--- src/rtl/core/avsm_pkg.sv ---
// Package for the aligned value scan matcher: register indexes, queue entry type
// and the IEEE compare helpers. No dependencies.
package avsm_pkg;

  localparam int CFG_DATA_W = 64;

  typedef enum logic [2:0] {
    REG_TARGET    = 3'd0,
    REG_LENGTH    = 3'd1,
    REG_STRIDE    = 3'd2,
    REG_FLOAT     = 3'd3,
    REG_LOW_BOUND = 3'd4,
    REG_HIGH_BOUND = 3'd5
  } reg_index_t;

  // One classified request that the front hands to the back.
  typedef struct packed {
    logic [63:0] cand;
    logic [31:0] offset;
    logic        tested;
    logic        last;
  } scan_item_t;

  // Strict a < b on IEEE bit patterns with the sign held in the top bit.
  // NaN operands are screened by the caller.
  function automatic logic fp_less64(input logic [63:0] a, input logic [63:0] b);
    logic a_zero_both;
    logic res;
    a_zero_both = (a[62:0] == 63'd0) && (b[62:0] == 63'd0);
    if (a_zero_both) res = 1'b0;
    else if (a[63] != b[63]) res = a[63];
    else if (!a[63]) res = a[62:0] < b[62:0];
    else res = a[62:0] > b[62:0];
    return res;
  endfunction

  function automatic logic fp_less32(input logic [31:0] a, input logic [31:0] b);
    logic res;
    if ((a[30:0] == 31'd0) && (b[30:0] == 31'd0)) res = 1'b0;
    else if (a[31] != b[31]) res = a[31];
    else if (!a[31]) res = a[30:0] < b[30:0];
    else res = a[30:0] > b[30:0];
    return res;
  endfunction

  function automatic logic is_nan64(input logic [63:0] a);
    return (a[62:52] == 11'h7ff) && (a[51:0] != 52'd0);
  endfunction

  function automatic logic is_nan32(input logic [31:0] a);
    return (a[30:23] == 8'hff) && (a[22:0] != 23'd0);
  endfunction

endpackage

--- src/rtl/core/avsm_front.sv ---
// Front end: shifts bytes into the window, tracks offset and stride phase and
// marks aligned complete windows. Depends on avsm_pkg.
module avsm_front #(
  parameter int OFFSET_BITS = 32
) (
  input  logic                 clk,
  input  logic                 rst,
  input  logic                 take,
  input  logic [7:0]           data_byte,
  input  logic                 last_byte,
  input  logic [3:0]           width_bytes,
  input  logic [6:0]           stride_eff,
  output avsm_pkg::scan_item_t item
);

  logic [63:0]            byte_window;
  logic [OFFSET_BITS-1:0] byte_count;
  logic [5:0]             stride_phase;
  logic [7:0]             aligned_marks;
  logic [63:0]            window_next;
  logic [7:0]             marks_next;
  logic [OFFSET_BITS-1:0] start_off;
  logic [6:0]             phase_inc;
  logic                   tested;

  assign window_next = {data_byte, byte_window[63:8]};
  assign marks_next  = {(stride_phase == 6'd0), aligned_marks[7:1]};
  assign phase_inc   = {1'b0, stride_phase} + 7'd1;

  always_comb begin
    tested = 1'b0;
    case (width_bytes)
      4'd1:    tested = marks_next[7];
      4'd2:    tested = marks_next[6];
      4'd4:    tested = marks_next[4];
      default: tested = marks_next[0];
    endcase
  end

  assign start_off = byte_count - OFFSET_BITS'(width_bytes - 4'd1);

  always_comb begin
    item.cand   = window_next;
    item.tested = tested;
    item.last   = last_byte;
    item.offset = 32'(start_off);
  end

  always_ff @(posedge clk) begin
    if (rst) begin
      byte_window   <= '0;
      byte_count    <= '0;
      stride_phase  <= '0;
      aligned_marks <= '0;
    end else if (take) begin
      byte_window <= window_next;
      if (last_byte) begin
        byte_count    <= '0;
        stride_phase  <= '0;
        aligned_marks <= '0;
      end else begin
        byte_count    <= byte_count + OFFSET_BITS'(1);
        aligned_marks <= marks_next;
        stride_phase  <= (phase_inc >= stride_eff) ? 6'd0 : phase_inc[5:0];
      end
    end
  end

endmodule

--- src/rtl/core/avsm_queue.sv ---
// Two-entry queue between front and back so each side can stall alone.
// Depends on avsm_pkg.
module avsm_queue (
  input  logic                 clk,
  input  logic                 rst,
  input  logic                 push,
  input  avsm_pkg::scan_item_t push_item,
  output logic                 full,
  input  logic                 pop,
  output logic                 nonempty,
  output avsm_pkg::scan_item_t head
);

  avsm_pkg::scan_item_t slot [2];
  logic       rd_ptr;
  logic       wr_ptr;
  logic [1:0] fill;

  assign full     = fill == 2'd2;
  assign nonempty = fill != 2'd0;
  assign head     = slot[rd_ptr];

  always_ff @(posedge clk) begin
    if (push) slot[wr_ptr] <= push_item;
  end

  always_ff @(posedge clk) begin
    if (rst) begin
      rd_ptr <= 1'b0;
      wr_ptr <= 1'b0;
      fill   <= 2'd0;
    end else begin
      if (push) wr_ptr <= ~wr_ptr;
      if (pop) rd_ptr <= ~rd_ptr;
      fill <= fill + {1'b0, push} - {1'b0, pop};
    end
  end

endmodule

--- src/rtl/core/avsm_back.sv ---
// Back end: runs the integer and float tests on a queued window and holds the
// result in an output register. Depends on avsm_pkg.
module avsm_back (
  input  logic                 clk,
  input  logic                 rst,
  input  logic                 have_item,
  input  avsm_pkg::scan_item_t item,
  output logic                 pop,
  input  logic [63:0]          target_value,
  input  logic [3:0]           len_eff,
  input  logic [3:0]           width_bytes,
  input  logic                 float_mode,
  input  logic [63:0]          low_bound,
  input  logic [63:0]          high_bound,
  output logic                 out_valid,
  input  logic                 out_stall,
  output logic [31:0]          match_offset,
  output logic                 is_match,
  output logic                 scan_done
);

  logic [63:0] cand;
  logic [63:0] wmask;
  logic [63:0] lmask;
  logic        int_hit;
  logic        flt_hit;
  logic        hit;
  logic        emit;
  logic        slot_free;

  always_comb begin
    case (width_bytes)
      4'd1:    cand = {56'd0, item.cand[63:56]};
      4'd2:    cand = {48'd0, item.cand[63:48]};
      4'd4:    cand = {32'd0, item.cand[63:32]};
      default: cand = item.cand;
    endcase
    wmask = (width_bytes >= 4'd8) ? '1 : ((64'd1 << {width_bytes, 3'd0}) - 64'd1);
    lmask = (len_eff >= 4'd8) ? '1 : ((64'd1 << {len_eff, 3'd0}) - 64'd1);
  end

  assign int_hit = (cand & wmask) == (target_value & lmask);

  always_comb begin
    flt_hit = 1'b0;
    if (float_mode && len_eff == 4'd4) begin
      flt_hit = !avsm_pkg::is_nan32(cand[31:0]) && !avsm_pkg::is_nan32(low_bound[31:0])
             && !avsm_pkg::is_nan32(high_bound[31:0])
             && avsm_pkg::fp_less32(low_bound[31:0], cand[31:0])
             && avsm_pkg::fp_less32(cand[31:0], high_bound[31:0]);
    end else if (float_mode && len_eff == 4'd8) begin
      flt_hit = !avsm_pkg::is_nan64(cand) && !avsm_pkg::is_nan64(low_bound)
             && !avsm_pkg::is_nan64(high_bound)
             && avsm_pkg::fp_less64(low_bound, cand)
             && avsm_pkg::fp_less64(cand, high_bound);
    end
  end

  assign hit       = item.tested && (int_hit || flt_hit);
  assign emit      = hit || item.last;
  assign slot_free = !out_valid || !out_stall;
  // A request with no result drains freely; one with a result needs the slot.
  assign pop       = have_item && (!emit || slot_free);

  always_ff @(posedge clk) begin
    if (rst) begin
      out_valid <= 1'b0;
    end else if (slot_free) begin
      out_valid <= have_item && emit;
    end
  end

  always_ff @(posedge clk) begin
    if (slot_free && have_item && emit) begin
      match_offset <= hit ? item.offset : 32'd0;
      is_match     <= hit;
      scan_done    <= item.last;
    end
  end

endmodule

--- src/rtl/core/aligned_value_scan_matcher_core.sv ---
// Aligned value scan matcher top level: registers, front, queue and back.
// Throughput one byte per cycle while in_stall is low. A byte's window is pushed into
// the queue, and its result is registered in the output register when the back pops it.
// A stalled result holds the queue, and the input stalls once the two queue entries are taken.
// Reset (rst, synchronous) clears window, counters, queue and output valid and
// loads the register reset values. Depends on avsm_pkg, avsm_front, avsm_queue, avsm_back.
module aligned_value_scan_matcher_core #(
  parameter int OFFSET_BITS = 32
) (
  input  logic        clk,
  input  logic        rst,
  input  logic        cfg_write,
  input  logic [2:0]  cfg_index,
  input  logic [63:0] cfg_data,
  input  logic        in_valid,
  output logic        in_stall,
  input  logic [7:0]  data_byte,
  input  logic        last_byte,
  output logic        out_valid,
  input  logic        out_stall,
  output logic [31:0] match_offset,
  output logic        is_match,
  output logic        scan_done
);

  logic [63:0] target_value;
  logic [3:0]  search_len;
  logic [6:0]  stride;
  logic        float_mode;
  logic [63:0] low_bound;
  logic [63:0] high_bound;
  logic [3:0]  len_eff;
  logic [3:0]  width_bytes;
  logic [6:0]  stride_eff;
  logic        take;
  logic        q_full;
  logic        q_nonempty;
  logic        q_pop;
  avsm_pkg::scan_item_t front_item;
  avsm_pkg::scan_item_t head_item;

  always_ff @(posedge clk) begin
    if (rst) begin
      target_value <= '0;
      search_len   <= 4'd4;
      stride       <= 7'd1;
      float_mode   <= 1'b0;
      low_bound    <= '0;
      high_bound   <= '0;
    end else if (cfg_write) begin
      case (cfg_index)
        avsm_pkg::REG_TARGET:     target_value <= cfg_data;
        avsm_pkg::REG_LENGTH:     search_len   <= cfg_data[3:0];
        avsm_pkg::REG_STRIDE:     stride       <= cfg_data[6:0];
        avsm_pkg::REG_FLOAT:      float_mode   <= cfg_data[0];
        avsm_pkg::REG_LOW_BOUND:  low_bound    <= cfg_data;
        avsm_pkg::REG_HIGH_BOUND: high_bound   <= cfg_data;
        default: ;
      endcase
    end
  end

  always_comb begin
    len_eff = search_len;
    if (search_len == 4'd0) len_eff = 4'd1;
    if (search_len > 4'd8) len_eff = 4'd8;
    stride_eff = stride;
    if (stride == 7'd0) stride_eff = 7'd1;
    if (stride > 7'd64) stride_eff = 7'd64;
    if (len_eff <= 4'd1) width_bytes = 4'd1;
    else if (len_eff <= 4'd2) width_bytes = 4'd2;
    else if (len_eff <= 4'd4) width_bytes = 4'd4;
    else width_bytes = 4'd8;
  end

  assign in_stall = q_full;
  assign take     = in_valid && !q_full;

  avsm_front #(.OFFSET_BITS(OFFSET_BITS)) u_front (
    .clk, .rst, .take, .data_byte, .last_byte,
    .width_bytes, .stride_eff, .item(front_item)
  );

  avsm_queue u_queue (
    .clk, .rst, .push(take), .push_item(front_item), .full(q_full),
    .pop(q_pop), .nonempty(q_nonempty), .head(head_item)
  );

  avsm_back u_back (
    .clk, .rst, .have_item(q_nonempty), .item(head_item), .pop(q_pop),
    .target_value, .len_eff, .width_bytes, .float_mode, .low_bound, .high_bound,
    .out_valid, .out_stall, .match_offset, .is_match, .scan_done
  );

endmodule

--- config.mk ---
export PLATFORM = sky130hd
export DESIGN_NAME = aligned_value_scan_matcher_core
export DESIGN_NICKNAME = d
export VERILOG_FILES = /design/src/rtl/core/avsm_pkg.sv /design/src/rtl/core/avsm_front.sv /design/src/rtl/core/avsm_queue.sv /design/src/rtl/core/avsm_back.sv /design/src/rtl/core/aligned_value_scan_matcher_core.sv
export SDC_FILE = /design/constraint.sdc
export NUM_CORES = 1
export LEC_CHECK = 0
export ABC_AREA = 1
export ABC_CLOCK_PERIOD_IN_PS = 8490
export BUFFER_PORTS_ARGS = -buffer_cell sky130_fd_sc_hd__buf_2
export CAP_MARGIN = 20
export CORE_ASPECT_RATIO = 1.25
export CORE_UTILIZATION = 62
export DETAILED_ROUTE_END_ITERATION = 16
export HOLD_SLACK_MARGIN = 0.06
export MAX_ROUTING_LAYER = met4
export PLACE_DENSITY_LB_ADDON = 0.2
export SYNTH_ARGS = -nofsm -noshare
export SYNTH_HDL_FRONTEND = slang
export SYNTH_HIERARCHICAL = 1
export SYNTH_SLANG_ARGS = --single-unit
--- constraint.sdc ---
create_clock -name clk -period 8.49 [get_ports clk]
set_input_delay 1.2735 -clock clk [delete_from_list [all_inputs] [get_ports clk]]
set_output_delay 1.2735 -clock clk [all_outputs]
set_load 0.05 [all_outputs]
==> metrics.txt, run 1 <==
P per Cell Area=242.9 mW/mm2; max-cap viol count=0; Routability Congestion=1.063; critical path endpoint category=flop; post-CTS sizing=0; DRT Wirelength=87.99 mm; top cells by count, synth=nand2_1 (1034), nor2_1 (739), inv_1 (492); Worst-Margin Slew=1.069 ns; Post-Syn Instances=4054; slowest cell delay on critical path=0.80 ns; share of cells above drive strength 1=0.09483; minimum clock period after layout=6.814 ns; Seq/Total Area, Yosys=0.4296; vias in the first global route=25060; starting density of the core=0.6313; Worst Clk Skew=0.02605 ns; first-pass GRT wire length=136.2 mm; part of the power in combinational logic=0.311; Netlist cell types=54; Total Routing Usage GR=0.3577; dpl ws=1.807 ns; Mapped Avg Cell Area=7.541 um2; Max Fclk=146.8 MHz; internal power=5.147 mW; postcts setup bufs=0; Die W=200.6 um; num ports=117; Worst slew margin=0.2858; YS warnings=6; FF+latch count, synth=541; hpwl dp=64.44 mm; hold_buf cts=0; CTS Root Cell=clkbuf_16; worst hold path depth=0; Reg clk slew, reported paths=0.07 ns; post-synth top area share=0.2259; via/cell ratio=5.504; Slew Viols, Final=0; Max FO, Critical Path=37; Startpoint Class=flop; Synthesized Nets=4311; Seq pwr share=0.386; vias=26412; Area after DPL=0.03128 mm2; DR iter-0 viols=1963; Worst path slowest cell=nor2_4; Net count, final=4368; VDD IR max=251.6 uV; final instance area=0.03313 mm2; grt ovf=0; drt pass-1 iters=5; Clk pwr share=0.303; Critical Path AT=7.05 ns; Synth area leader=edfxtp_1; wire length per cell=18.34 um; synth top area cells=edfxtp_1 (23%), dfxtp_1 (20%), nand2_1 (13%), nor2_1 (9.1%), ha_1 (7.2%); Max Root-Sink Buffers=3; site row count=90; number of synthesized flops with an enable pin=230; NetSw=2.900 mW; share of flip-flops with an asynchronous set or reset=0; CTS sink cnt=541; Switching Fraction=0.3604; DRC=0; Final TNS setup=0 ns; R2R cell count=28; final setup violating endpoints=0; period utilization=0.8026; CTS tree=built; initial antenna violation count=1; core area=0.04842 mm2; Num CTS Buffers=53; later-pin clock latency in the skew report=0.62 ns; # diodes=0; IO Port Bufs=116; die height=250.3 um; status=complete, no violations; RSZ-0062 raised after global routing=false; Hold Crit Class=flop to flop; largest net degree at the start of global routing=107; area added between synthesis and finish=8.362%; Crit Path Category=flop to flop; Final Worst Setup Slack=1.676 ns; Filler cells=4153; P_leak=15.08 nW; final hold viol count=0; most used cell, CP=nand2_1; worst path required time=8.73 ns; H-tree Lvls=2; Antenna Nets Post-Route=0; Post-synth top flop=dfxtp_1; Die Footprint=0.05020 mm2; Post-Syn Area=0.03057 mm2; cell with the most instances after synthesis=nand2_1
area by class of cell:
class                           count  area, um2  share of cell area
Timing Repair Buffer              139      773.2             0.02334
Inverter                          503       1897             0.05726
Multi-Input combinational cell   2873      14690              0.4436
Sequential cell                   541      13140              0.3965
Clock buffer                       68       1464             0.04419
Tap cell                          644      805.8             0.02432
Clock inverter                     31      356.6             0.01076
cell families (layout without fill, tap and decap cells):
kind of cell	count (synthesis)	count (layout)	share of synthesized area
mux	98	98	0.03855
fa+ha+maj	176	176	0.07228
buf+inv	640	741	0.09098
xor+xnor	28	28	0.008022
simple gates	2134	2134	0.2867
compound gates	437	437	0.07392
flops	541	541	0.4296
power by group through the flow:
stage	clock (mW)	sequential (mW)	combinational, mW
6_report	2.44	3.11	2.50
4_1_cts	2.47	3.11	2.46
3_3_place_gp	0	3.15	2.43
3_5_place_dp	0	3.16	2.45
2_1_floorplan	0	3.28	1.63
5_1_grt	2.57	3.13	2.73
critical path, delay by kind of cell, from the launching register on:
family | cells | cell delay (ns)
adders and majority gates | 1 | 0.33
AOI/OAI and AO/OA | 1 | 0.07
DFF | 1 | 0.54
buffers and inverters | 2 | 0.59
and+or+nand+nor | 24 | 4.84
layer usage:
metal / up-vias / track usage / wire [um]
li1: 13135 / - / -
met1: 12276 / 0.4034 / 34750
met2: 808 / 0.6407 / 45340
met3: 193 / 0.03526 / 3937
met4: 0 / 0.1586 / 3969
met5: - / - / 0
layout by cell type, fill, tap and decap left out, types with 16 or more instances in the layout:
| master | netlist | layout |
|---|---|---|
| clkbuf_16 | 0 | 54 |
| buf_4 | 28 | 22 |
| o21ai_1 | 189 | 190 |
| edfxtp_1 | 230 | 230 |
| ha_1 | 175 | 175 |
| inv_1 | 492 | 490 |
| nand2_1 | 1034 | 1032 |
| mux2_2 | 78 | 78 |
| nor2_2 | 17 | 16 |
| nand3_1 | 187 | 187 |
| buf_2 | 30 | 116 |
| nor3_1 | 25 | 24 |
| o21ai_0 | 50 | 49 |
| xor2_1 | 24 | 24 |
| a21oi_1 | 172 | 172 |
| nand4_1 | 75 | 75 |
| mux2_4 | 20 | 20 |
| dfxtp_1 | 311 | 310 |
| nor2_1 | 739 | 736 |
metrics by stage:
step | hold slack [ns] | instances | utilization | power [mW]
after floorplan | 0.4259 | 4054 | - | 4.908
after global routing | 0.4620 | 4799 | 0.6841 | 8.423
after CTS | 0.4558 | 4798 | 0.6836 | 8.038
after global placement | 0.4321 | 4699 | 0.6460 | 5.584
after detailed placement | 0.4397 | 4699 | 0.6460 | 5.608
final | 0.4493 | 4799 | 0.6841 | 8.047
registers in the layout, indices dropped and copies added, names as in the netlist, 7 cells and up, named ones only:
signal                 cells
high_bound                64
low_bound                 64
stride                     7
target_value              64
u_back/match_offset       32
u_front/aligned_marks      7
u_front/byte_count        32
u_front/byte_window       56
u_queue/slot             196
final timing paths:
path	start	endpoint	slack [ns]
worst max-delay path	search_len[3]$_SDFFE_PP0P_	u_back/match_offset[2]$_SDFFCE_PN0P_	1.68
worst min register to register	u_front/byte_window[15]$_SDFFE_PP0P_	u_queue/slot[1][41]$_DFFE_PP_	0.45
worst min-delay path	u_front/byte_window[15]$_SDFFE_PP0P_	u_queue/slot[1][41]$_DFFE_PP_	0.45
worst max register to register	search_len[3]$_SDFFE_PP0P_	u_back/match_offset[2]$_SDFFCE_PN0P_	1.68
Power figures use the tool's default switching activity.
==> run 2, diff against run 1 <==
--- a/config.mk
+++ b/config.mk
@@ -6,11 +6,11 @@
 export NUM_CORES = 1
 export LEC_CHECK = 0
 export ABC_AREA = 1
-export ABC_CLOCK_PERIOD_IN_PS = 8490
+export ABC_CLOCK_PERIOD_IN_PS = 6050
 export BUFFER_PORTS_ARGS = -buffer_cell sky130_fd_sc_hd__buf_2
 export CAP_MARGIN = 20
 export CORE_ASPECT_RATIO = 1.25
-export CORE_UTILIZATION = 62
+export CORE_UTILIZATION = 57
 export DETAILED_ROUTE_END_ITERATION = 16
 export HOLD_SLACK_MARGIN = 0.06
 export MAX_ROUTING_LAYER = met4
==> constraint.sdc (replaced) <==
create_clock -name clk -period 6.05 [get_ports clk]
set_input_delay 0.9075 -clock clk [delete_from_list [all_inputs] [get_ports clk]]
set_output_delay 0.9075 -clock clk [all_outputs]
set_load 0.05 [all_outputs]
==> metrics.txt, run 2 (synthesis gave the netlist of run 1 again) <==
status=complete, no violations (unchanged); final setup violating endpoints=0 (unchanged); Final TNS setup=0 ns (unchanged); Startpoint Class=flop (unchanged); Largest register FFs=196 (unchanged); share of cells above drive strength 1=0.09739 (was 0.09483); DR iter-0 viols=1658 (was 1963); final instance area=0.03327 mm2 (was 0.03313 mm2); period utilization=0.8994 (was 0.8026); later-pin clock latency in the skew report=0.64 ns (was 0.62 ns); part of the power in combinational logic=0.316 (was 0.311); Total Routing Usage GR=0.3309 (was 0.3577); Worst slew margin=0.3413 (was 0.2858); Worst path depth=36 (was 28); P per Cell Area=338.6 mW/mm2 (was 242.9 mW/mm2); Seq pwr share=0.385 (was 0.386); Power Total=11.26 mW (was 8.047 mW); CTS sink cnt=541 (unchanged); final hold viol count=0 (unchanged); Biggest register=u_queue/slot (unchanged); post-CTS sizing=0 (unchanged); largest net degree at the start of global routing=105 (was 107); slowest cell delay on critical path=0.73 ns (was 0.80 ns); die height=260.9 um (was 250.3 um); area added between synthesis and finish=8.836% (was 8.362%); Hold Crit Class=flop to flop (unchanged); most used cell, CP=nand2_1 (unchanged); DP Cell Count=4740 (was 4699); DRC=0 (unchanged); Critical Path AT=5.96 ns (was 7.05 ns); CTS Root Cell=clkbuf_16 (unchanged); commonest non-fill, non-tap cell in the layout=nand2_1 (unchanged); Max Fclk=183.8 MHz (was 146.8 MHz); R2R Setup Slk=0.61 ns (was 1.68 ns); Max FO, Critical Path=24 (was 37); fin cells=4842 (was 4799); NetSw=4.039 mW (was 2.900 mW); minimum clock period after layout=5.441 ns (was 6.814 ns); via/cell ratio=5.389 (was 5.504); IO Port Bufs=116 (unchanged); internal power=7.225 mW (was 5.147 mW); wire length per cell=17.96 um (was 18.34 um); Num CTS Buffers=53 (unchanged); Worst-Margin Slew=0.9881 ns (was 1.069 ns); drt pass-1 iters=8 (was 5); site row count=94 (was 90); Area after DPL=0.03145 mm2 (was 0.03128 mm2); Switching Fraction=0.3586 (was 0.3604); Worst path slowest cell=o21bai_1 (was nor2_4); vias=26092 (was 26412); Routability Congestion=1.020 (was 1.063); hold_buf cts=0 (unchanged); vias in the first global route=25171 (was 25060); Antenna Nets Post-Route=0 (unchanged); VDD IR max=254.8 uV (was 251.6 uV); WP buf/inv=6 (was 2); postcts setup bufs=0 (unchanged); max-cap viol count=0 (unchanged); Net count, final=4381 (was 4368); CTS tree=built (unchanged); starting density of the core=0.5789 (was 0.6313); grt ovf=0 (unchanged); hpwl dp=64.35 mm (was 64.44 mm); Max Root-Sink Buffers=3 (unchanged); R2R cell count=36 (was 28); cell family with most CP delay=simple AND/OR/NAND/NOR gates (unchanged); Slew Viols, Final=0 (unchanged); Worst Clk Skew=0.03856 ns (was 0.02605 ns); Reg clk slew, reported paths=0.06 ns (was 0.07 ns); reg2reg end=u_queue/fill[1]$_SDFF_PP0_ (was u_back/match_offset[2]$_SDFFCE_PN0P_); RSZ-0062 raised after global routing=false (unchanged); worst path required time=6.57 ns (was 8.73 ns); H-tree Lvls=2 (unchanged); crit path launch=search_len[3]$_SDFFE_PP0P_ (unchanged); DRT Wirelength=86.98 mm (was 87.99 mm); Clk pwr share=0.299 (was 0.303); Crit Path Category=flop to flop (unchanged); Die Footprint=0.05457 mm2 (was 0.05020 mm2); Die W=209.1 um (was 200.6 um); num ports=117 (unchanged); Filler cells=4810 (was 4153); first-pass GRT wire length=135.8 mm (was 136.2 mm); Post-Route Utilization=0.6301 (was 0.6841); CP Capture Point=u_queue/fill[1]$_SDFF_PP0_ (was u_back/match_offset[2]$_SDFFCE_PN0P_); worst r2r src=search_len[3]$_SDFFE_PP0P_ (unchanged); core area=0.05281 mm2 (was 0.04842 mm2); most frequent cells in the layout=nand2_1 (1032), nor2_1 (736), inv_1 (490), dfxtp_1 (310), edfxtp_1 (230) (unchanged); initial antenna violation count=1 (unchanged); critical path endpoint category=flop (unchanged); P_leak=15.17 nW (was 15.08 nW)
run 2: how the worst min path moves through the flow:
stage	from	end	slack, ns	cells past startpoint
floorplan	u_front/byte_window[8]$_SDFFE_PP0P_	u_queue/slot[0][34]$_DFFE_PP_	0.43	0
global placement	u_front/byte_window[10]$_SDFFE_PP0P_	u_queue/slot[0][36]$_DFFE_PP_	0.43	0
detailed placement	u_front/byte_window[8]$_SDFFE_PP0P_	u_queue/slot[0][34]$_DFFE_PP_	0.44	0
CTS	data_byte[5]	u_queue/slot[0][95]$_DFFE_PP_	0.45	1
global route	u_front/byte_window[9]$_SDFFE_PP0P_	u_queue/slot[0][35]$_DFFE_PP_	0.45	0
finish	u_front/byte_window[9]$_SDFFE_PP0P_	u_queue/slot[1][35]$_DFFE_PP_	0.45	0
run 2: worst register-to-register path, delay by kind of cell (launching register included):
family	cells	cell delay, ns
and+or+nand+nor	22	2.08
buffers and inverters	6	0.62
DFF	1	0.56
adders and majority gates	3	0.71
AOI/OAI and AO/OA	5	1.36
run 2: layer usage:
layer  wire length, um  part of all wire  global-route usage
met5                 0                 0                   -
met4              4447             0.051              0.1587
met3              3784             0.044             0.03502
met2             44710              0.51              0.6029
met1             34040              0.39              0.3592
run 2: through the flow:
step                worst slack (ns)  hold slack [ns]
finish                        0.6087           0.4485
global placement              0.7845           0.4307
CTS                           0.7309           0.4468
detailed placement            0.7221           0.4377
global route                  0.1029           0.4538
floorplan                     0.2101           0.4259
run 2: layout make-up:
| cell class | instances | area, um2 | area share |
|---|---|---|---|
| Multi-Input combinational cell | 2873 | 14690 | 0.4416 |
| Sequential cell | 541 | 13140 | 0.3948 |
| Inverter | 503 | 1897 | 0.05701 |
| Clock buffer | 80 | 1588 | 0.04772 |
| Timing Repair Buffer | 152 | 895.9 | 0.02693 |
| Tap cell | 672 | 840.8 | 0.02527 |
| Clock inverter | 20 | 217.7 | 0.006543 |
| Antenna cell | 1 | 2.502 | 0.00007521 |
run 2: power groups by stage:
stage	clock network, mW	registers [mW]	logic [mW]
after CTS	3.43	4.34	3.52
after global placement	0	4.40	3.48
after detailed placement	0	4.41	3.50
after floorplan	0	4.60	2.28
final	3.37	4.34	3.55
after global routing	3.57	4.37	3.91
